`src/hdl/ghe_ram.sv`:
```
`default_nettype none

module ghe_ram #(
  parameter int W = 8,
  parameter int D = 256,
  localparam int AW = (D > 1) ? $clog2(D) : 1
) (
  input  wire logic          clk,
  input  wire logic          we,
  input  wire logic [AW-1:0] waddr,
  input  wire logic [W-1:0]  wdata,
  input  wire logic          re,
  input  wire logic [AW-1:0] raddr,
  output logic      [W-1:0]  rdata
);

  logic [W-1:0] mem [D];
  logic [W-1:0] rdata_r;

  always_ff @(posedge clk) begin
    if (we) begin
      mem[waddr] <= wdata;
    end
    if (re) begin
      rdata_r <= mem[raddr];
    end
  end

  assign rdata = rdata_r;

endmodule

`default_nettype wire

```
`config.mk`:
```
export PLATFORM = sky130hd
export DESIGN_NAME = ghe_ram
export DESIGN_NICKNAME = d
export VERILOG_FILES = /design/src/hdl/ghe_ram.sv
export SDC_FILE = /design/constraint.sdc
export NUM_CORES = 2
export LEC_CHECK = 0
export BUFFER_PORTS_ARGS = -buffer_cell sky130_fd_sc_hd__buf_2
export CAP_MARGIN = 20
export CELL_PAD_IN_SITES_DETAIL_PLACEMENT = 0
export CELL_PAD_IN_SITES_GLOBAL_PLACEMENT = 1
export CORE_MARGIN = 3
export CORE_UTILIZATION = 45
export CTS_CLUSTER_DIAMETER = 30
export DETAILED_ROUTE_END_ITERATION = 10
export GPL_TIMING_DRIVEN = 0
export PLACE_DENSITY_LB_ADDON = 0.1
export SYNTH_ARGS = -nofsm -noshare
export SYNTH_HDL_FRONTEND = slang
export SYNTH_SLANG_ARGS = --single-unit
export TNS_END_PERCENT = 5
```
`constraint.sdc`:
```
create_clock -name clk -period 2.7 [get_ports clk]
set_clock_uncertainty 0.05 [all_clocks]
set_input_delay 0.27 -clock clk [delete_from_list [all_inputs] [get_ports clk]]
set_output_delay 0.27 -clock clk [all_outputs]
set_load 0.01 [all_outputs]
```
==> impl_metrics.toml <==
[finish]
finish.instance_area_sq_um = 99400
drive_gt1_frac = 0.325
nets = 4288
finalNonFillerCells = 6962
fill_cells = 13201
syn_to_final_growth_pct = 24.9

[critical_path]
crit_type = "in -> reg"
worstSetupStartpointType = "input port"
crit_family = "buffers and inverters"
critPathMaxStageDelay_ns = 0.65
worst-path-stages = 10
end_kind = "register"
worstPathCellList = "buf_2 > buf_4 > clkbuf_1 > buf_8 > clkbuf_2 > clkbuf_1 > buf_8 > a2111oi_2 > nor3_4 > nor4_4"
critPathArrivalTime_ns = 3.48
required_ns = 3.33
crit_path_start = "raddr[4]"
worstReg2RegEnd = "rdata[1]"
r2r_slack_ns = -0.05
ff2ff_path_depth = 6
crit_fanout = 10
timing.rr.start = "mem[136][1]"
cpMaxStageDelayCell = "a2111oi_2"
cp_num_buf_inv = 7
setup.worst_path.end = "rdata[7]"

[floorplanning]
die_x_microns = 427
start_util = 0.455
num_io_pins = 35
placement_rows = 153
die_h_microns = 427
core_area_sq_um = 175000
die_area_sq_um = 182000

[placed_design]
place_congestion = 0.885
dp_cells = 6128
dpl_cell_area_sq_um = 83500
numPortBuffers = 27
dp.final_hpwl_microns = 169000
pre_cts_ws_ns = -2.58

[global_route]
grt_overflow = 0
grt_antenna_before_repair = 20
grt_pass1_vias = 42670
grt_max_degree = 153
grt_pass1_wl_microns = 351000
grt.total_usage = 0.286

[yosys]
synth-edff-count = 2056
synth_top_area_cell = "edfxtp_1"
netlist_area_sq_um = 79600
netlist_instances = 3733
ys_warn_count = 0
yosys.area.top_type_share = 0.775
synthTopCellsByArea = "edfxtp_1 (78%), mux4_2 (13%), mux2i_1 (1.7%)"
ys_top_cells_by_count = "edfxtp_1 (2056), mux4_2 (454), nor2_1 (282)"
yosysSeqAreaShare = 0.775
syn-num-nets = 3760
ys_types = 54
ys.flop_type = "edfxtp_1"
synth_seq_cells = 2056
synthArstFlopShare = 0
avgSynthCellArea_sq_um = 21.3
yosysMostFrequentCell = "edfxtp_1"

[clock_network]
cts_tree = "done"
cts_buffers = 447
htree_num_levels = 5
cts_sinks = 2056
cts.clk_slew.worst_paths_ns = 0.05
worstSkewPairLatency_ns = 0.97
root_buffer = "clkbuf_16"
clk_path_buf_depth = 4

[power_and_ir_drop]
vdd.ir_drop.worst_mv = 0.621
power.leakage_nw = 32.1
power_density_nw_per_um2 = 934

[sta]
hold_viol_final = 0
worst_pin_slew_ns = 1.21
setup_slack_ns = -0.150
slew_viol_final = 0
min_period_ns = 2.85
finalSetupViolCount = 189
rsz0062_at_grt = "true"
fmax_mhz = 351
maxSlewHeadroom = 0.193
fin_crit_sh = 1.06

[detailed_routing]
drtIter0Drc = 5532
vias = 42658
routed_wl_microns = 258000
routed_via_density = 6.13
post_drt_wl_per_cell_microns = 37.1
drt_first_pass_iters = 6
route.antenna.remaining_nets = 0
drc = 0

[min_path]
hold_path_class = "in -> reg"

[run_status]
violations = "negative setup slack"
status = "complete, but fails checks"

[job]
cap_violations = 0
[cells by family after synthesis]
group / count (synthesis) / share of synthesized area
AOI/OAI and AO/OA: 385 / 0.0342
buffers and inverters: 235 / 0.0183
DFF: 2056 / 0.775
muxes: 591 / 0.146
and+or+nand+nor: 466 / 0.0263
[worst min path at each step]
stage	start	to	slack, ns	depth (start not counted)
after global placement	re	rdata[4]	0.56	1
after CTS	waddr[1]	mem[19][3]	0.08	3
final	waddr[1]	mem[175][3]	0.09	3
after global routing	waddr[1]	mem[175][3]	0.07	3
after floorplan	wdata[0]	mem[0][0]	0.32	0
after detailed placement	re	rdata[4]	0.58	1
[tightest hold or removal path, delay by kind of cell]
| family | cells | cell delay, ns |
|---|---|---|
| AND/OR/NAND/NOR | 2 | 0.40 |
| buffers and inverters | 1 | 0.21 |
[per-stage QoR]
stage	utilization	power, mW	setup TNS (ns)	hold WS, ns
floorplan	-	37.6	0	0.319
global placement	0.473	39.7	-5908.11	0.565
detailed placement	0.477	39.7	-1064.42	0.576
CTS	0.567	93.2	-0.205	0.0765
global route	0.568	95.1	-4.24	0.0708
finish	0.568	92.9	-9.73	0.0910
[repair_timing]
action,4_1_cts,5_1_grt
buffers inserted,1,0
hold buffers,9,0
endpoints found under the setup margin,8,280
pin swaps,4,9
gates resized for setup,157,88
hold endpoints to repair,848,0
gates cloned,0,0
[layer usage]
layer  vias up  global-route usage  wire (microns)  share of wire
li1      17009                   -               -              -
met1     22910               0.389          101000           0.39
met2      2266               0.438          121000           0.47
met3       463              0.0834           26100           0.10
met4        10               0.110            9340          0.036
met5         -                   0              67        0.00026
[placed cells by master, fill, tap and decap left out, types with 8 or more instances in the layout]
cell type / instances
bufinv_16: 64
nor2b_1: 30
nor2_2: 34
nand4_1: 10
a22oi_1: 131
clkbuf_2: 61
a21oi_1: 84
clkinv_4: 25
nor4_1: 8
buf_6: 24
o221ai_1: 44
buf_16: 15
o22ai_1: 28
mux2i_1: 134
diode_2: 14
nor2_1: 246
nand3_1: 30
buf_2: 50
buf_12: 10
clkinv_2: 82
clkbuf_16: 453
buf_8: 35
a211oi_1: 16
nor3_1: 8
edfxtp_1: 2056
nand2_1: 33
clkbuf_1: 97
clkinvlp_4: 46
buf_1: 9
nand2b_1: 8
inv_6: 9
o211ai_1: 10
buf_4: 44
a22o_1: 8
clkinv_1: 74
mux4_2: 454
nor4_4: 16
dlygate4sd3_1: 9
a21oi_2: 12
[flip-flops by register name, indices dropped and copies added (netlist names)]
register,cells
rdata,8
mem,2048
[power by group]
group	switching [mW]	leakage (nW)	internal, mW
Combinational	2.80	6.42	1.26
Clock	17.1	7.18	36.4
Sequential	0.0175	18.5	35.3
Total	19.9	32.1	73.0
[final cells by class]
type	instances	area (sq um)	share of cell area
flip-flops and latches	2056	61700	0.621
clock inverters	305	3350	0.0337
repair buffers	80	1040	0.0104
diodes	14	35.0	0.000352
inverters	2	7.51	0.0000755
clock buffers	506	11500	0.116
plain buffers	232	1650	0.0166
multi-input cells	1442	17200	0.173
well taps	2325	2910	0.0293
Note: power is estimated with default switching activity, not from simulation.
